`src/hdl/pfbb_pkg.sv`:
```
`default_nettype none

package pfbb_pkg;

    // Item operation codes
    typedef enum logic [1:0] {
        OP_BLIT  = 2'd0,
        OP_READ  = 2'd1,
        OP_CLEAR = 2'd2
    } op_t;

    // Configuration register indexes
    typedef enum logic [2:0] {
        CFG_DEST_X        = 3'd0,
        CFG_DEST_Y        = 3'd1,
        CFG_ANIM_OFFSET   = 3'd2,
        CFG_CLIP_OFFSET_Y = 3'd3,
        CFG_BLIT_WIDTH    = 3'd4,
        CFG_BLIT_HEIGHT   = 3'd5,
        CFG_INVERT_PIXELS = 3'd6
    } cfg_index_t;

    // Frame store access kinds
    typedef enum logic [1:0] {
        UOP_OR    = 2'd0,
        UOP_CLEAR = 2'd1,
        UOP_READ  = 2'd2
    } uop_kind_t;

    typedef struct packed {
        logic [7:0] dest_x;
        logic [7:0] dest_y;
        logic [7:0] anim_offset;
        logic [7:0] clip_offset_y;
        logic [7:0] blit_width;
        logic [7:0] blit_height;
        logic       invert_pixels;
    } cfg_t;

    typedef struct packed {
        logic      valid;
        uop_kind_t kind;
        logic [7:0] data;
        logic      zero;    // read outside the frame: answer 0
    } uop_t;

    localparam logic [7:0] FULL_MASK   = 8'hFF;
    localparam logic [7:0] PAGE_HEIGHT = 8'd8;
    localparam int         OUT_DEPTH   = 2;

endpackage

`default_nettype wire

```
`src/hdl/pfbb_channels.sv`:
```
`default_nettype none


interface pfbb_out_if;
    logic       valid;
    logic       ready;
    logic [7:0] read_data;

    modport source (output valid, output read_data, input ready);
    modport sink   (input valid, input read_data, output ready);
endinterface

`default_nettype wire

```
`src/hdl/pfbb_out_fifo.sv`:
```
`default_nettype none

module pfbb_out_fifo (
    input  wire logic       clk,
    input  wire logic       rst_n,
    input  wire logic       push,
    input  wire logic [7:0] push_data,
    output logic      [1:0] count,
    pfbb_out_if.source      results
);

    logic [7:0] entry_reg [pfbb_pkg::OUT_DEPTH];
    logic       wr_ptr_reg, wr_ptr_next;
    logic       rd_ptr_reg, rd_ptr_next;
    logic [1:0] count_reg, count_next;
    logic       pop;

    assign pop           = results.valid && results.ready;
    assign results.valid = (count_reg != 2'd0);
    assign results.read_data = entry_reg[rd_ptr_reg];
    assign count         = count_reg;

    always_comb
    begin
        wr_ptr_next = push ? ~wr_ptr_reg : wr_ptr_reg;
        rd_ptr_next = pop ? ~rd_ptr_reg : rd_ptr_reg;
        count_next  = count_reg + {1'b0, push} - {1'b0, pop};
    end

    always_ff @(posedge clk or negedge rst_n)
    begin
        if (!rst_n)
        begin
            wr_ptr_reg <= 1'b0;
            rd_ptr_reg <= 1'b0;
            count_reg  <= 2'd0;
        end
        else
        begin
            wr_ptr_reg <= wr_ptr_next;
            rd_ptr_reg <= rd_ptr_next;
            count_reg  <= count_next;
        end
    end

    always_ff @(posedge clk)
    begin
        if (push)
        begin
            entry_reg[wr_ptr_reg] <= push_data;
        end
    end

endmodule

`default_nettype wire

```
`src/flat_wrapper.sv`:
```
// flat-port wrapper written by rule: the top's interface ports become plain ports
module pfbb_out_fifo_flat 
  (clk, rst_n, push, push_data, count, results_valid, results_read_data, results_ready);
  pfbb_out_if results_i ();
  input  wire logic clk;
  input  wire logic rst_n;
  input  wire logic push;
  input  wire logic [7:0] push_data;
  output logic      [1:0] count;
  output wire logic [$bits(results_i.valid)-1:0] results_valid;
  output wire logic [$bits(results_i.read_data)-1:0] results_read_data;
  input wire logic [$bits(results_i.ready)-1:0] results_ready;
  assign results_valid = results_i.valid;
  assign results_read_data = results_i.read_data;
  assign results_i.ready = results_ready;
  pfbb_out_fifo u_core (.clk(clk), .rst_n(rst_n), .push(push), .push_data(push_data), .count(count), .results(results_i));
endmodule
```
`config.mk`:
```
export PLATFORM = sky130hd
export DESIGN_NAME = pfbb_out_fifo_flat
export DESIGN_NICKNAME = d
export VERILOG_FILES = /design/src/hdl/pfbb_pkg.sv /design/src/hdl/pfbb_channels.sv /design/src/hdl/pfbb_out_fifo.sv /design/src/flat_wrapper.sv
export SDC_FILE = /design/constraint.sdc
export NUM_CORES = 1
export LEC_CHECK = 0
export BUFFER_PORTS_ARGS = -buffer_cell sky130_fd_sc_hd__buf_4
export CORE_MARGIN = 2
export CORE_UTILIZATION = 45
export DETAILED_ROUTE_END_ITERATION = 12
export HOLD_SLACK_MARGIN = 0.1
export PLACE_DENSITY = 0.76
export SYNTH_ARGS = -nofsm -noshare
export SYNTH_HDL_FRONTEND = slang
export SYNTH_SLANG_ARGS = --single-unit
```
`constraint.sdc`:
```
create_clock -name clk -period 3.6 [get_ports clk]
set_input_delay 0.18 -clock clk [delete_from_list [all_inputs] [get_ports clk]]
set_output_delay 0.18 -clock clk [all_outputs]
set_load 0.01 [all_outputs]
```
* Word-level counts from Yosys, hierarchy flattened *
Memory sizes are Yosys's and may differ from the RTL's.
Index checks and enable logic that the tools add are counted.
Widths: inputs -> output; s select.

cells by class
  add/subtract/negate cells = 2
  multiplexer cells = 2
  bitwise logic cells = 2
  reduce and logical (&&, ||, !) cells = 2

operators by type and width
  kind               count
  $add 2x1->2        1
  $mux 1             2
  $not 1->1          2
  $reduce_bool 2->1  1
  $sub 2x1->2        1
  $logic_and 1x1->1  1

storage, ports and cells
  bits in registers = 4
  memory bits (writable) = 16
  input bits = 12
  output and inout bits = 11
  logic and storage cells = 12
  memories = 1

memories
  memory            depth  bits a word  read ports  clocked after memory_dff  write ports  RTL line             source
  u_core.entry_reg  2      8            1           0                         1            pfbb_out_fifo.sv:12  logic [7:0] entry_reg [pfbb_pkg::OUT_DEPTH];

* Logic depth before layout (Yosys ltp) *
  depth after elaboration = 3
  mapped depth = 6
  depth with buffers taken out = 6

* Least setup slack after synthesis *
OpenSTA, ideal clock, no wires.

  path type = flip-flop to flip-flop
  start point = register u_core.count_reg[1] (netlist: u_core.count[1])
  end point = register u_core.count_reg[1] (netlist: u_core.count[1])
  library setup time = 0.123 ns
  arrival time = 1.354 ns
  data required time = 3.477 ns
  setup slack = 2.124 ns
  cell stages (with the launch flop) = 7
  buffers on the path = 0
  clock period less this slack = 1.476 ns
  cells stage by stage = dfrtp_1 -> o21a_1 -> ha_1 -> inv_1 -> ha_1 -> xnor2_1 -> xnor2_1

between the ends
  cells in the longest elaborated chain, start to end = 3
  elaborated cells between the ends (all ways) = 4
  classes of those cells = add/sub: 2; reduce/logical: 2

RTL lines
  item                      RTL line             source
  from (decl)               pfbb_out_fifo.sv:15  logic [1:0] count_reg, count_next;
  from (signal assigned)    pfbb_out_fifo.sv:42  count_reg <= count_next;
  $reduce_bool 2->1         pfbb_out_fifo.sv:19  assign results.valid = (count_reg != 2'd0);
  $logic_and 1x1->1         pfbb_out_fifo.sv:18  assign pop = results.valid && results.ready;
  via u_core.pop            pfbb_out_fifo.sv:16  logic pop;
  $sub 2x1->2               pfbb_out_fifo.sv:27  count_next = count_reg + {1'b0, push} - {1'b0, pop};
  via u_core.count_next[1]  pfbb_out_fifo.sv:15

The timed path passes the listed nets, and every way through them passes these cells.
A chain may end at the register's enable or synchronous reset.

* Final worst setup path *
  start point = register u_core.rd_ptr_reg
  end point = output port results_read_data[7]

between the ends
  cells in the longest elaborated chain, start to end = 1

RTL lines
  item                    RTL line             source
  from (decl)             pfbb_out_fifo.sv:14  logic rd_ptr_reg, rd_ptr_next;
  from (signal assigned)  pfbb_out_fifo.sv:41  rd_ptr_reg <= rd_ptr_next;
  $mem_v2 2x8             -
  to (decl)               flat_wrapper.sv:11   output wire logic [$bits(results_i.read_data)-1:0] results_read_data;

No other way between the ends.

==> results.json <==
{
  "setup_slack_ps": 1933,
  "worst_hold_slack_ps": 191.7,
  "ys_seq_elements": 20,
  "worst-r2r-setup-slack_ps": 2060,
  "synth.distinct_cells": 12,
  "cp.arrival_ps": 1490,
  "cts_setup_buffers": 0,
  "place_inst": 87,
  "worstPathCellList": "mux2_4 > buf_4",
  "syn_area_sq_um": 805.8,
  "fin_skew_ps": 5.331,
  "crit_fanout": 9,
  "rr_worst_depth": 6,
  "synth_xor_area_frac": 0.04348,
  "synth_warnings": 0,
  "critPathRequiredTime_ps": 3420,
  "final_util": 0.6696,
  "clock_latency_ps": 300,
  "finalSetupViolations": 0,
  "synth-simple-area-share": 0.02329,
  "ff_latch_area_sq_um": 580.6,
  "fin_crit_ps": 1667,
  "grt_pass1_wl_microns": 1952,
  "die_w_microns": 46.32,
  "drc": 0,
  "wire_per_inst_microns": 12.45,
  "diodes": 0,
  "start_util": 0.4718,
  "drt_wl_total_microns": 1257,
  "design.portCount": 23,
  "numPortBuffers": 22,
  "die_h_microns": 46.32,
  "cts_root_buf": "clkbuf_4",
  "hold_viol": 0,
  "hpwl_microns": 898.3,
  "rsz0062_at_grt": "no",
  "cp-start-kind": "flop",
  "antenna_left": 0,
  "muxShareOfSynthArea": 0.1491,
  "largest_reg_flops": 16,
  "grt_pass1_vias": 440,
  "final_cells": 101,
  "multi_input_area_sq_um": 206.4,
  "max-cap-violations": 0,
  "drive_above_1_share": 0.4605,
  "holdBufCountCts": 10,
  "cts_tree": "yes",
  "max_clock_freq_mhz": 599.8,
  "globalRouteTotalUtil": 0.1444,
  "clockBufferDepth": 2,
  "ir_worst_vdd_mv": 0.4058,
  "drv_slew": 0,
  "vias": 438,
  "endpoint_kind": "output pin",
  "synth_fa_ha_area_frac": 0.03106,
  "gp_congestion": 0.6024,
  "syn_nets": 55,
  "antenna_found_initial": 0,
  "num_rows": 15,
  "fin_crit_sh": 0.4631,
  "dieArea_sq_mm": 0.002145,
  "syn_avg_cell_area_sq_um": 19.65,
  "power_density_mw_per_mm2": 734.3,
  "hp-class": "in -> async",
  "crit_type": "reg -> out",
  "firstDrtPassIters": 1,
  "fillers": 108,
  "cts.sinks": 20,
  "h-tree-depth": 1,
  "nets": 91,
  "max_stage_delay_ps": 700,
  "crit_slowest_cell": "dfrtp_1",
  "power.leakage_nw": 0.4859,
  "core_area_sq_mm": 0.001708,
  "drt-vias-per-instance": 4.337,
  "path_clk_slew_ps": 110,
  "place_ws_ps": 2078,
  "drt-initial-drc-count": 0,
  "synth_compound_area_frac": 0.009317,
  "numCtsBuffers": 3,
  "slew_headroom": 0.5276,
  "status": "finished clean",
  "grt_max_degree": 13,
  "area_growth_pct": 41.93,
  "syn_inst": 41,
  "finalSetupTns_ps": 0,
  "worst_slew_pin_slew_ps": 707.1,
  "grt-ovfl-total": 0,
  "synth_seq_area_share": 0.7205,
  "cts_resized": 0,
  "synth_top_family_by_area": "multiplexers"
}
## cell type report
| class | count | share of cell area |
|---|---|---|
| Clock inverter | 1 | 0.02626 |
| Tap cell | 25 | 0.02735 |
| Sequential cell | 20 | 0.5077 |
| Inverter | 2 | 0.006565 |
| Multi-Input combinational cell | 18 | 0.1805 |
| Clock buffer | 3 | 0.01969 |
| Timing Repair Buffer | 32 | 0.2319 |
## cell usage after synthesis
cell       n  area [sq um]
edfxtp_1  16         480.5
mux2_4     8         120.1
dfrtp_1    4         100.1
ha_1       2         25.02
inv_1      2         7.510
xnor2_1    2         17.52
xor2_1     2         17.52
and2_1     1         6.260
buf_6      1         11.26
nor2b_1    1         6.260
o21a_1     1         7.510
or2_2      1         6.260
## metal layers
metal	GRT usage	vias up	wire [microns]
met5	0	-	0
met4	0.1029	0	29
met3	0.04314	2	60
met2	0.2444	15	640
met1	0.1499	203	527
li1	-	218	-
## stage by stage
step	power, W	area (sq um)
5_1_grt	0.0008920	1144
6_report	0.0008398	1144
4_1_cts	0.0008519	1144
2_1_floorplan	0.0005498	805.8
3_5_place_dp	0.0006618	991.0
3_3_place_gp	0.0006521	991.0
## worst paths after layout
path                                              to         startpoint
worst max-delay path            results_read_data[7]  u_core.rd_ptr_reg
worst min-delay path                 u_core.count[0]              rst_n
worst max register to register       u_core.count[1]    u_core.count[1]
max in group asynchronous            u_core.count[1]              rst_n
worst min register to register     u_core.wr_ptr_reg  u_core.wr_ptr_reg
min in group clk                   u_core.rd_ptr_reg      results_ready
## cell usage in the layout, fill, tap and decap left out
cell           instances
inv_1                  2
edfxtp_1              16
ha_1                   2
xor2_1                 2
bufinv_16              1
o21a_1                 1
clkbuf_4               3
dfrtp_1                4
mux2_4                 8
buf_4                 22
or2_2                  1
and2_1                 1
nor2b_1                1
dlygate4sd3_1         10
xnor2_1                2
## logic make-up after synthesis
| logic type | count (synthesis) |
|---|---|
| muxes | 8 |
| DFF | 20 |
| xor gates and xnor gates | 4 |
| adders and majority gates | 2 |
| and+or+nand+nor | 3 |
| buffers and inverters | 3 |
| AOI/OAI and AO/OA | 1 |
## where the power goes
part           leakage [nW]  internal [W]  switching (W)
Clock                0.0279      0.000113      0.0000688
Sequential            0.197      0.000315      0.0000527
Combinational         0.261      0.000182       0.000108
## worst max-delay path: cells and delay by family (launching register included)
family                 cells  cell delay (ps)
DFF                        1              700
buffers and inverters      1              140
muxes                      1              340
Note: power is estimated with default switching activity, not from simulation.
