### src/hdl/pfbb_pkg.sv
`default_nettype none

package pfbb_pkg;

    // Item operation codes
    typedef enum logic [1:0] {
        OP_BLIT  = 2'd0,
        OP_READ  = 2'd1,
        OP_CLEAR = 2'd2
    } op_t;

    // Configuration register indexes
    typedef enum logic [2:0] {
        CFG_DEST_X        = 3'd0,
        CFG_DEST_Y        = 3'd1,
        CFG_ANIM_OFFSET   = 3'd2,
        CFG_CLIP_OFFSET_Y = 3'd3,
        CFG_BLIT_WIDTH    = 3'd4,
        CFG_BLIT_HEIGHT   = 3'd5,
        CFG_INVERT_PIXELS = 3'd6
    } cfg_index_t;

    // Frame store access kinds
    typedef enum logic [1:0] {
        UOP_OR    = 2'd0,
        UOP_CLEAR = 2'd1,
        UOP_READ  = 2'd2
    } uop_kind_t;

    typedef struct packed {
        logic [7:0] dest_x;
        logic [7:0] dest_y;
        logic [7:0] anim_offset;
        logic [7:0] clip_offset_y;
        logic [7:0] blit_width;
        logic [7:0] blit_height;
        logic       invert_pixels;
    } cfg_t;

    typedef struct packed {
        logic      valid;
        uop_kind_t kind;
        logic [7:0] data;
        logic      zero;    // read outside the frame: answer 0
    } uop_t;

    localparam logic [7:0] FULL_MASK   = 8'hFF;
    localparam logic [7:0] PAGE_HEIGHT = 8'd8;
    localparam int         OUT_DEPTH   = 2;

endpackage

`default_nettype wire

### src/hdl/pfbb_channels.sv
`default_nettype none

interface pfbb_in_if;
    logic       valid;
    logic       ready;
    logic [1:0] operation;
    logic [7:0] bitmap_byte;
    logic [6:0] column;
    logic [5:0] row_y;

    modport source (output valid, output operation, output bitmap_byte, output column,
                    output row_y, input ready);
    modport sink   (input valid, input operation, input bitmap_byte, input column,
                    input row_y, output ready);
endinterface


`default_nettype wire

### src/hdl/pfbb_issue.sv
`default_nettype none

module pfbb_issue #(
    parameter int FRAME_COLUMNS = 128,
    parameter int FRAME_ROWS    = 64,
    parameter int ADDR_W        = 10
) (
    input  wire logic              clk,
    input  wire logic              rst_n,
    input  wire logic              run,
    input  wire pfbb_pkg::cfg_t    cfg,
    input  wire logic              cfg_write,
    input  wire logic              read_credit,
    pfbb_in_if.sink                items,
    output pfbb_pkg::uop_t         uop,
    output logic      [ADDR_W-1:0] uop_addr
);

    localparam int FRAME_PAGES = (FRAME_ROWS + 7) / 8;
    localparam logic [ADDR_W-1:0] COLS_A = ADDR_W'(FRAME_COLUMNS);
    localparam logic [8:0] COLS_9 = 9'(FRAME_COLUMNS);
    localparam logic [8:0] ROWS_9 = 9'(FRAME_ROWS);
    localparam logic [5:0] PAGES_6 = 6'(FRAME_PAGES);

    typedef struct packed {
        logic [1:0] op;
        logic [7:0] pix;
        logic [6:0] col;
        logic [2:0] page;
        logic [7:0] lo;
        logic [7:0] top;
        logic [7:0] bottom;
        logic [7:0] xx;
        logic [2:0] shift;
        logic       clip_on;
        logic       invert;
        logic       blit_en;
    } cmd_t;

    cmd_t       cmd_reg, cmd_next;
    logic       cmd_valid_reg, cmd_valid_next;
    logic       phase_reg, phase_next;
    logic [7:0] col_cursor_reg, col_cursor_next;
    logic [4:0] page_cursor_reg, page_cursor_next;

    logic       accept;
    logic       cmd_done;
    logic [7:0] top_a, y_a, col_step;
    logic [4:0] page_step;
    logic       blit_en_a;

    logic [7:0] hi, k_top, k_bot, mask, px, v_lo, v_hi;
    logic [3:0] rshift;
    logic       skip, col_ok, we_lo, we_hi, in_frame;

    function automatic logic [ADDR_W-1:0] frame_addr(input logic [4:0] pg,
                                                     input logic [7:0] c);
        return ADDR_W'(pg) * COLS_A + ADDR_W'(c);
    endfunction

    // Item intake: cursor snapshot and 8-bit coordinate sums
    always_comb
    begin
        top_a     = cfg.dest_y + cfg.anim_offset;
        y_a       = top_a - cfg.clip_offset_y;
        blit_en_a = (cfg.blit_width != 8'd0) && (cfg.blit_height[7:3] != 5'd0);
        col_step  = col_cursor_reg + 8'd1;
        page_step = page_cursor_reg + 5'd1;

        case (cmd_reg.op)
            pfbb_pkg::OP_BLIT: cmd_done = cmd_valid_reg && phase_reg;
            pfbb_pkg::OP_READ: cmd_done = cmd_valid_reg && read_credit;
            default:           cmd_done = cmd_valid_reg;
        endcase

        items.ready = run && (!cmd_valid_reg || cmd_done);
        accept      = items.valid && items.ready;

        cmd_next = cmd_reg;
        if (accept)
        begin
            cmd_next.op      = items.operation;
            cmd_next.pix     = items.bitmap_byte;
            cmd_next.col     = items.column;
            cmd_next.page    = items.row_y[5:3];
            cmd_next.lo      = {page_cursor_reg, 3'b000} + y_a;
            cmd_next.top     = top_a;
            cmd_next.bottom  = top_a + cfg.blit_height;
            cmd_next.xx      = col_cursor_reg + cfg.dest_x;
            cmd_next.shift   = y_a[2:0];
            cmd_next.clip_on = (cfg.clip_offset_y != 8'd0);
            cmd_next.invert  = cfg.invert_pixels;
            cmd_next.blit_en = blit_en_a;
        end

        cmd_valid_next = accept || (cmd_valid_reg && !cmd_done);
        phase_next     = cmd_valid_reg && (cmd_reg.op == pfbb_pkg::OP_BLIT) && !phase_reg;

        col_cursor_next  = col_cursor_reg;
        page_cursor_next = page_cursor_reg;
        if (cfg_write)
        begin
            col_cursor_next  = 8'd0;
            page_cursor_next = 5'd0;
        end
        else if (accept && (items.operation == pfbb_pkg::OP_BLIT) && blit_en_a)
        begin
            if (col_step >= cfg.blit_width)
            begin
                col_cursor_next  = 8'd0;
                page_cursor_next = (page_step >= cfg.blit_height[7:3]) ? 5'd0 : page_step;
            end
            else
            begin
                col_cursor_next = col_step;
            end
        end
    end

    // Clip, mask and shift of the held command
    always_comb
    begin
        hi    = cmd_reg.lo + pfbb_pkg::PAGE_HEIGHT;
        k_top = cmd_reg.top - cmd_reg.lo;
        k_bot = hi - cmd_reg.bottom;
        skip  = cmd_reg.clip_on && ((hi < cmd_reg.top) || ({1'b0, hi} > ROWS_9)
                                    || (cmd_reg.lo > cmd_reg.bottom));
        mask  = pfbb_pkg::FULL_MASK;
        if (cmd_reg.clip_on && !skip)
        begin
            if (cmd_reg.lo < cmd_reg.top)
            begin
                mask = (k_top >= pfbb_pkg::PAGE_HEIGHT) ? 8'd0
                                                        : pfbb_pkg::FULL_MASK << k_top[2:0];
            end
            else if (hi > cmd_reg.bottom)
            begin
                mask = (k_bot >= pfbb_pkg::PAGE_HEIGHT) ? 8'd0
                                                        : pfbb_pkg::FULL_MASK >> k_bot[2:0];
            end
        end
        px     = (cmd_reg.invert ? ~cmd_reg.pix : cmd_reg.pix) & mask;
        rshift = 4'd8 - {1'b0, cmd_reg.shift};
        v_lo   = px << cmd_reg.shift;
        v_hi   = px >> rshift;
        col_ok = ({1'b0, cmd_reg.xx} < COLS_9);
        we_lo  = cmd_reg.blit_en && !skip && col_ok && ({1'b0, cmd_reg.lo} < ROWS_9);
        we_hi  = cmd_reg.blit_en && !skip && col_ok && (cmd_reg.shift != 3'd0)
                 && ({1'b0, hi} < ROWS_9);
        in_frame = ({2'b0, cmd_reg.col} < COLS_9) && ({3'b0, cmd_reg.page} < PAGES_6);
    end

    // One frame store access per cycle
    always_comb
    begin
        uop.valid = 1'b0;
        uop.kind  = pfbb_pkg::UOP_OR;
        uop.data  = 8'd0;
        uop.zero  = !in_frame;
        uop_addr  = frame_addr({2'b00, cmd_reg.page}, {1'b0, cmd_reg.col});
        case (cmd_reg.op)
            pfbb_pkg::OP_BLIT:
            begin
                uop.valid = cmd_valid_reg && (phase_reg ? we_hi : we_lo);
                uop.data  = phase_reg ? v_hi : v_lo;
                uop_addr  = phase_reg ? frame_addr(hi[7:3], cmd_reg.xx)
                                      : frame_addr(cmd_reg.lo[7:3], cmd_reg.xx);
            end
            pfbb_pkg::OP_READ:
            begin
                uop.valid = cmd_valid_reg && read_credit;
                uop.kind  = pfbb_pkg::UOP_READ;
            end
            pfbb_pkg::OP_CLEAR:
            begin
                uop.valid = cmd_valid_reg && in_frame;
                uop.kind  = pfbb_pkg::UOP_CLEAR;
            end
            default:
            begin
                uop.valid = 1'b0;
            end
        endcase
    end

    always_ff @(posedge clk or negedge rst_n)
    begin
        if (!rst_n)
        begin
            cmd_valid_reg   <= 1'b0;
            phase_reg       <= 1'b0;
            col_cursor_reg  <= 8'd0;
            page_cursor_reg <= 5'd0;
        end
        else
        begin
            cmd_valid_reg   <= cmd_valid_next;
            phase_reg       <= phase_next;
            col_cursor_reg  <= col_cursor_next;
            page_cursor_reg <= page_cursor_next;
        end
    end

    always_ff @(posedge clk)
    begin
        cmd_reg <= cmd_next;
    end

endmodule

`default_nettype wire

### src/flat_wrapper.sv
// flat-port wrapper written by rule: the top's interface ports become plain ports
module pfbb_issue_flat 
#(
    parameter int FRAME_COLUMNS = 128,
    parameter int FRAME_ROWS    = 64,
    parameter int ADDR_W        = 10
)
  (clk, rst_n, run, cfg, cfg_write, read_credit, uop, uop_addr, items_valid, items_operation, items_bitmap_byte, items_column, items_row_y, items_ready);
  pfbb_in_if items_i ();
  input  wire logic clk;
  input  wire logic rst_n;
  input  wire logic run;
  input  wire pfbb_pkg::cfg_t cfg;
  input  wire logic cfg_write;
  input  wire logic read_credit;
  output pfbb_pkg::uop_t uop;
  output logic      [ADDR_W-1:0] uop_addr;
  input wire logic [$bits(items_i.valid)-1:0] items_valid;
  input wire logic [$bits(items_i.operation)-1:0] items_operation;
  input wire logic [$bits(items_i.bitmap_byte)-1:0] items_bitmap_byte;
  input wire logic [$bits(items_i.column)-1:0] items_column;
  input wire logic [$bits(items_i.row_y)-1:0] items_row_y;
  output wire logic [$bits(items_i.ready)-1:0] items_ready;
  assign items_i.valid = items_valid;
  assign items_i.operation = items_operation;
  assign items_i.bitmap_byte = items_bitmap_byte;
  assign items_i.column = items_column;
  assign items_i.row_y = items_row_y;
  assign items_ready = items_i.ready;
  pfbb_issue #(.FRAME_COLUMNS(FRAME_COLUMNS), .FRAME_ROWS(FRAME_ROWS), .ADDR_W(ADDR_W)) u_core (.clk(clk), .rst_n(rst_n), .run(run), .cfg(cfg), .cfg_write(cfg_write), .read_credit(read_credit), .items(items_i), .uop(uop), .uop_addr(uop_addr));
endmodule
### config.mk
export PLATFORM = sky130hd
export DESIGN_NAME = pfbb_issue_flat
export DESIGN_NICKNAME = d
export VERILOG_FILES = /design/src/hdl/pfbb_pkg.sv /design/src/hdl/pfbb_channels.sv /design/src/hdl/pfbb_issue.sv /design/src/flat_wrapper.sv
export SDC_FILE = /design/constraint.sdc
export NUM_CORES = 1
export LEC_CHECK = 0
export BUFFER_PORTS_ARGS = -buffer_cell sky130_fd_sc_hd__clkbuf_2
export CORE_ASPECT_RATIO = 1.4
export CORE_UTILIZATION = 31
export CTS_CLUSTER_DIAMETER = 40
export CTS_CLUSTER_SIZE = 10
export DETAILED_ROUTE_END_ITERATION = 10
export PLACE_DENSITY = 0.6
export SLEW_MARGIN = 20
export SYNTH_ARGS = -nofsm -noshare
export SYNTH_HDL_FRONTEND = slang
export SYNTH_SLANG_ARGS = --single-unit
### constraint.sdc
create_clock -name clk -period 8.03 [get_ports clk]
set_input_delay 1.606 -clock clk [delete_from_list [all_inputs] [get_ports clk]]
set_output_delay 1.606 -clock clk [all_outputs]
set_load 0.005 [all_outputs]
# Yosys cells after proc, flatten, opt, wreduce, memory -nomap -nowiden
# Index checks and enable logic that the tools add are counted.
# totals
reg_bits,73
inputBits,78
out_inout_bits,23
elab_cells,106
# op_classes
n_addsub,14
order_cmp,12
n_eq_ne,2
shift,4
mux,21
n_bitwise,2
reduce_logical,35
# ops
op,n
$mux W8,11
$add A8 B8 Y8,4
$sub A8 B8 Y8,3
$add A10 B8 Y10,2
$mux W10,2
$mux W5,4
$logic_and A1 B1 Y1,18
$ge A8 B4 Y1 const B,2
$gt A8 B8 Y1,2
$lt A8 B7 Y1 const B,2
$lt A8 B8 Y1,2
$reduce_bool A8 Y1,2
$add A10 B7 Y10,1
$add A8 B1 Y8 const B,1
$add A8 B4 Y8 const B,1
$and A8 B8 Y8,1
$ge A8 B8 Y1,1
$gt A8 B7 Y1 const B,1
$lt A8 B8 Y1 const B,1
$not A8 Y8,1
$shl A8 B3 Y8,1
$shl A8 B3 Y8 const A,1
$shr A8 B3 Y8 const A,1
$shr A8 B4 Y8,1
other kinds (16),24

# Logic depth before layout (Yosys ltp)
# Gate-level depths: netlist of the first run.
# depth
ltp_word,13
ltp_mapped,17
ltp_nobuf,17

# Worst setup path before layout of the first run
# OpenSTA, ideal clock, no wires.
# synth_timing
path_type,register -> output
from,reg u_core.cmd_reg[35] in the netlist's numbering
to,out uop[6] in the netlist's numbering
arrival_time_ps,3300
t_required_ps,6424
slack_ps,3124
path_stages_with_launch,15
path_buffers,1
path_cell_list,edfxtp_1 > clkbuf_1 > nand3_1 > xnor2_1 > ha_1 > and4_1 > a21boi_2 > nor4_2 > o22ai_1 > nor4_4 > a221oi_2 > o32ai_2 > mux2i_1 > or3_1 > o211ai_1
# synth_lines
item,line,text
start: declaration,pfbb_issue.sv:40,"cmd_t cmd_reg, cmd_next;"
start signal: assignment,pfbb_issue.sv:206,cmd_reg <= cmd_next;
end: declaration,flat_wrapper.sv:16,output pfbb_pkg::uop_t uop;

==> impl_metrics.env, run 1 <==
export IMPL_status="finished clean"
export IMPL_antenna_found_initial=0
export IMPL_syn_nets=802
export IMPL_grt_max_degree=56
export IMPL_total_power_mw=1.440
export IMPL_crit_fanout=16
export IMPL_wl_met3_um=376
export IMPL_rows=60
export IMPL_max_slew_margin_rel_pct=32.36
export IMPL_drt_iter0_drc=175
export IMPL_path_buf_inv=1
export IMPL_timing_final_crit_share_pct=79.42
export IMPL_wl_met2_um=8514
export IMPL_io_pins=101
export IMPL_slowest_delay_ns=0.62
export IMPL_grt_pass1_vias=5061
export IMPL_crit_family="compound AO/OA/AOI/OAI gates"
export IMPL_syn_inst=636
export IMPL_routabilityCongestion=0.8949
export IMPL_slew_viol_final=0
export IMPL_cts_tree="yes"
export IMPL_wl_met1_um=6124
export IMPL_p_leak_nw=3.340
export IMPL_hp_class="flop to flop"
export IMPL_required_ns=6.42
export IMPL_synth_edff_count=55
export IMPL_start_util_pct=31.96
export IMPL_ys_ff_latch=70
export IMPL_period_needed_ns=6.377
export IMPL_post_cts_buffers=0
export IMPL_cpMaxStageDelayCell="edfxtp_1"
export IMPL_setup_worst_path_class="flop to output port"
export IMPL_drive_gt1_share_pct=20.03
export IMPL_yosysUniqueCellTypes=65
export IMPL_top_layer_used="met4"
export IMPL_yosys_most_used_dff="edfxtp_1"
export IMPL_nFillCells=1953
export IMPL_grt_pass1_wl_um=24720
export IMPL_coreArea_um2=19440
export IMPL_max_freq_mhz=156.8
export IMPL_clock_root_buffer="clkbuf_16"
export IMPL_ant_nets=0
export IMPL_grt_total_usage_pct=15.47
export IMPL_nNetsFinal=900
export IMPL_p_per_area_nw_per_um2=198.4
export IMPL_worst_path_stages=13
export IMPL_largest_reg_flops=55
export IMPL_holdBufCountCts=0
export IMPL_port_buffers=96
export IMPL_ir_drop_v=0.0001142
export IMPL_grt_ovfl_total=0
export IMPL_cts_sinks=70
export IMPL_synth_async_reset_ratio_pct=21.43
export IMPL_clockBufferDepth=2
export IMPL_worstMarginPinSlew_ns=1.011
export IMPL_drc_errors=0
export IMPL_dpl_hpwl_um=12680
export IMPL_netlist_area_um2=6215
export IMPL_worstSkewPairLatency_ns=0.33
export IMPL_fin_cells=987
export IMPL_num_vias=4952
export IMPL_arrival_ns=4.77
export IMPL_setup_tns_ns=0
export IMPL_area_growth_pct=16.77
export IMPL_dp_cells=971
export IMPL_syn_area_per_cell_um2=9.772
export IMPL_num_antenna_cells=0
export IMPL_grt_setup_unrepaired="no"
export IMPL_cts_resized=0
export IMPL_setup_viol=0
export IMPL_die_w_um=121.7
export IMPL_path_clk_slew_ns=0.06
export IMPL_critical_path_cell_chain="ha_1 -> fa_1 -> nand2b_1 -> a221o_1 -> a221oi_4 -> a21oi_1 -> nand4bb_1 -> a221oi_2 -> o22ai_1 -> and2_1 -> a221o_1 -> o2bb2ai_1 -> clkbuf_2"
export IMPL_dieArea_um2=20630
export IMPL_hold_viol=0
export IMPL_finalCoreUtilization_pct=37.32
export IMPL_final_setup_skew_ns=0.007880
export IMPL_synth_yosys_seq_area_share_pct=32.62
export IMPL_drt_total_wl_um=15280
export IMPL_r2r_cells=8
export IMPL_critPathMostFrequentCell="a221o_1"
export IMPL_wire_per_inst_um=15.49
export IMPL_htree_levels=3
export IMPL_whs_path_depth=1
export IMPL_die_h_um=169.5
export IMPL_cts_made_buffers=9
export IMPL_cap_viol_max_count=0
export IMPL_hold_slack_ns=0.5489
export IMPL_yosysWarningCount=0
export IMPL_worst_setup_path_end_kind="output port"
export IMPL_vias_per_cell=5.017
export IMPL_cp_start_kind="flop"
export IMPL_firstDrtPassIters=4
==> cells in the final DEF, fill, tap and decap left out, types with 3 or more instances in the layout <==
cell type,n
xor2_1,19
ha_1,81
a21oi_1,36
nor2b_1,7
a211oi_1,6
and3_1,4
or2_2,4
nand4_1,5
o211ai_1,4
a21o_1,23
o21bai_1,12
clkbuf_2,96
o221ai_1,4
o22ai_1,11
xnor2_1,42
nand2b_1,14
nor3_1,9
a32o_1,4
nand3b_1,3
dfrtp_1,15
buf_4,4
nor4_1,7
a221oi_2,8
clkbuf_16,9
mux2_2,11
o21ai_0,26
edfxtp_1,55
nand2_1,41
and2_1,4
mux2i_1,5
nand3_1,17
fa_1,7
clkinv_1,4
inv_1,70
o2111ai_1,3
nor2_1,26
==> layer usage <==
metal | vias up | GRT usage, %
met3 | 14 | 2.050
li1 | 2514 | -
met4 | 0 | 4.831
met2 | 78 | 30.21
met5 | - | 0
met1 | 2346 | 16.80
==> layout make-up <==
class	count	area (um^2)	area share [%]
clock inverter	7	63.81	0.8793
tap	248	310.3	4.276
timing repair buffer	100	510.5	7.034
clock buffer	9	225.2	3.103
multi-input combinational	479	3842	52.95
sequential	70	2027	27.93
inverter	74	277.8	3.828
==> cell families after synthesis <==
group,share of synthesized area [%]
mux,2.799
other cells,0.06034
buf+inv,5.557
xor+xnor,8.597
flops,32.62
simple gates,12.90
compound gates,18.90
fa+ha+maj,18.56
==> worst paths after layout <==
check                                                 end                     start  slack [ns]
max in group asynchronous            u_core.cmd_valid_reg                     rst_n        6.53
worst max register to register  u_core.page_cursor_reg[1]          u_core.phase_reg        4.91
worst min register to register   u_core.col_cursor_reg[7]  u_core.col_cursor_reg[7]        0.55
worst max-delay path                               uop[3]         u_core.cmd_reg[3]        1.65
min in group asynchronous        u_core.col_cursor_reg[0]                     rst_n        1.20
worst min-delay path             u_core.col_cursor_reg[7]  u_core.col_cursor_reg[7]        0.55
==> synthesized netlist by cell type (all sizes together) (7+ instances only) <==
library cell / number / area (um^2)
a21o: 23 / 172.7
a21oi: 37 / 188.9
a221oi: 9 / 146.4
clkbuf: 9 / 33.78
dfrtp: 15 / 375.4
edfxtp: 55 / 1652
fa: 7 / 140.1
ha: 81 / 1013
inv: 72 / 270.3
mux2: 11 / 123.9
nand2: 41 / 153.9
nand2b: 14 / 87.58
nand3: 17 / 85.08
nor2: 26 / 97.59
nor2b: 7 / 43.79
nor3: 9 / 45.04
nor4: 9 / 77.57
o21ai: 26 / 130.1
o21bai: 12 / 90.09
o22ai: 11 / 68.82
xnor2: 42 / 367.9
xor2: 19 / 166.4
==> report_power, final <==
group	switching, mW	total [mW]	internal (mW)
logic	0.327	0.583	0.256
clock network	0.153	0.391	0.238
registers	0.0293	0.466	0.436
==> metrics by stage <==
stage          area (um^2)  setup slack, ns
2_1_floorplan         6215            3.124
3_3_place_gp          6968            2.123
3_5_place_dp          6968            2.090
4_1_cts               7257            1.689
5_1_grt               7257            1.298
6_report              7257            1.653
==> worst register-to-register path: cells and delay by family, from the launching register on <==
| family | cells | cell delay [ns] |
|---|---|---|
| AND/OR/NAND/NOR | 7 | 2.18 |
| AO/OA/AOI/OAI | 1 | 0.25 |
| flip-flops | 1 | 0.61 |
Note: power is estimated with default switching activity, not from simulation.
==> run 2, diff against run 1 <==
PLACE_DENSITY = 0.62   (was 0.6)
clock period = 5.65 ns   (was 8.03 ns; I/O delays follow)
==> run 2 against run 1 <==
- utilization grew 0.75 points
- clock power grew 82%
- non-clock buffer count grew 5
- clock skew shrank 0.0025 ns
- routed wire length grew 2.1%
- highest routed layer unchanged
==> impl_metrics.env, run 2 (same netlist as run 1, synthesis figures left out) <==
export IMPL_cap_viol_max_count=0
export IMPL_r2r_cells=12
export IMPL_rows=60
export IMPL_setup_worst_path_class="flop to output port"
export IMPL_final_cell_mix="clkbuf_2, ha_1, inv_1, edfxtp_1, xnor2_1"
export IMPL_grt_pass1_vias=5037
export IMPL_status="finished clean"
export IMPL_nNetsFinal=905
export IMPL_critical_path_cell_chain="ha_1 -> fa_1 -> nand2b_1 -> a221o_1 -> a221oi_4 -> a21oi_1 -> nand4bb_2 -> a221oi_2 -> o22ai_1 -> and2_1 -> a221o_1 -> o2bb2ai_1 -> clkbuf_2"
export IMPL_final_setup_skew_ns=0.005396
export IMPL_cp_start_kind="flop"
export IMPL_dpl_hpwl_um=12900
export IMPL_crit_fanout=8
export IMPL_start_util_pct=31.96
export IMPL_port_buffers=96
export IMPL_largest_reg_flops=55
export IMPL_htree_levels=3
export IMPL_wire_per_inst_um=15.73
export IMPL_ant_nets=0
export IMPL_fin_ws_ns=0.1646
export IMPL_die_h_um=169.5
export IMPL_slew_viol_final=0
export IMPL_grt_max_degree=56
export IMPL_coreArea_um2=19440
export IMPL_drc_errors=0
export IMPL_period_needed_ns=5.485
export IMPL_dp_cells=976
export IMPL_worstMarginPinSlew_ns=1.001
export IMPL_slowest_delay_ns=0.48
export IMPL_post_cts_buffers=0
export IMPL_drive_gt1_share_pct=21.24
export IMPL_pre_cts_slack_ns=0.4091
export IMPL_setup_viol=0
export IMPL_antenna_found_initial=0
export IMPL_max_freq_mhz=182.3
export IMPL_ir_drop_v=0.0001236
export IMPL_clockBufferDepth=2
export IMPL_cts_sinks=70
export IMPL_cpMaxStageDelayCell="a221oi_2"
export IMPL_timing_final_crit_share_pct=97.09
export IMPL_grt_ovfl_total=0
export IMPL_vias_per_cell=5.056
export IMPL_cts_made_buffers=9
export IMPL_firstDrtPassIters=4
export IMPL_critPathMostFrequentCell="a221o_1"
export IMPL_grt_pass1_wl_um=25270
export IMPL_area_growth_pct=19.11
export IMPL_fin_cells=992
export IMPL_die_w_um=121.7
export IMPL_io_pins=101
export IMPL_hp_class="flop to flop"
export IMPL_routabilityCongestion=0.8389
export IMPL_dieArea_um2=20630
export IMPL_num_antenna_cells=0
export IMPL_drt_iter0_drc=183
export IMPL_clock_root_buffer="clkbuf_16"
export IMPL_p_per_area_nw_per_um2=298.9
export IMPL_drt_total_wl_um=15600
export IMPL_grt_setup_unrepaired="no"
export IMPL_final_common_cell="clkbuf_2"
export IMPL_hold_viol=0
export IMPL_grt_total_usage_pct=16.02
export IMPL_hold_slack_ns=0.5448
export IMPL_num_vias=5016
export IMPL_arrival_ns=4.36
export IMPL_whs_path_depth=1
export IMPL_total_power_mw=2.212
export IMPL_worstSkewPairLatency_ns=0.34
export IMPL_required_ns=4.52
export IMPL_worst_setup_path_end_kind="output port"
export IMPL_cts_tree="yes"
export IMPL_setup_tns_ns=0
export IMPL_path_clk_slew_ns=0.06
export IMPL_p_leak_nw=3.404
export IMPL_max_slew_margin_rel_pct=33.00
run 2: changes by cell type in the layout (fill, tap and decap cells not counted), sizes merged:
cell | previous run | this run
buf | 4 | 9
bufinv | 1 | 4
clkinv | 6 | 3
run 2: cell type report:
class / instances / area (um^2)
inverter: 74 / 277.8
tap: 248 / 310.3
clock inverter: 7 / 145.1
timing repair buffer: 105 / 548.0
clock buffer: 9 / 225.2
sequential: 70 / 2027
fill: 1916 / 12040
multi-input combinational: 479 / 3869
run 2: final timing paths:
path / start / endpoint / slack [ns]
max: u_core.cmd_reg[3] / uop[3] / 0.16
min: u_core.cmd_valid_reg / u_core.phase_reg / 0.54
max reg2reg: u_core.col_cursor_reg[0] / u_core.page_cursor_reg[2] / 2.64
min reg2reg: u_core.cmd_valid_reg / u_core.phase_reg / 0.54
max in group asynchronous: rst_n / u_core.col_cursor_reg[7] / 4.64
min in group asynchronous: rst_n / u_core.col_cursor_reg[3] / 0.71
run 2: per-layer routing:
metal | wire (um) | global-route usage, % | up-vias
met5 | 0 | 0 | -
met4 | 488 | 6.978 | 0
met3 | 452 | 2.083 | 27
met2 | 8501 | 30.34 | 93
met1 | 6159 | 17.46 | 2368
li1 | - | - | 2528
run 2: critical path: cells and delay by family (launching register included):
family,cells,cell delay (ns)
AO/OA/AOI/OAI,7,1.91
adder cells (fa/ha/maj),2,0.69
buffers and inverters,1,0.13
flip-flops,1,0.43
AND/OR/NAND/NOR,3,0.84
run 2: power breakdown:
part,internal [mW],switching [mW],leakage (nW),total (mW)
sequential,0.620,0.0368,0.718,0.657
combinational,0.369,0.477,2.51,0.846
clock,0.478,0.231,0.176,0.710
total,1.47,0.745,3.40,2.21
run 2: repair_timing:
item,in CTS,in global routing
resized for setup,0,4
endpoints found under the setup margin,0,8
hold buffers,0,0
run 2: per-stage QoR:
step	area (um^2)	util, %
global route	7402	38.07
detailed placement	7005	36.03
CTS	7376	37.93
floorplan	6215	-
finish	7402	38.07
global placement	7005	36.03
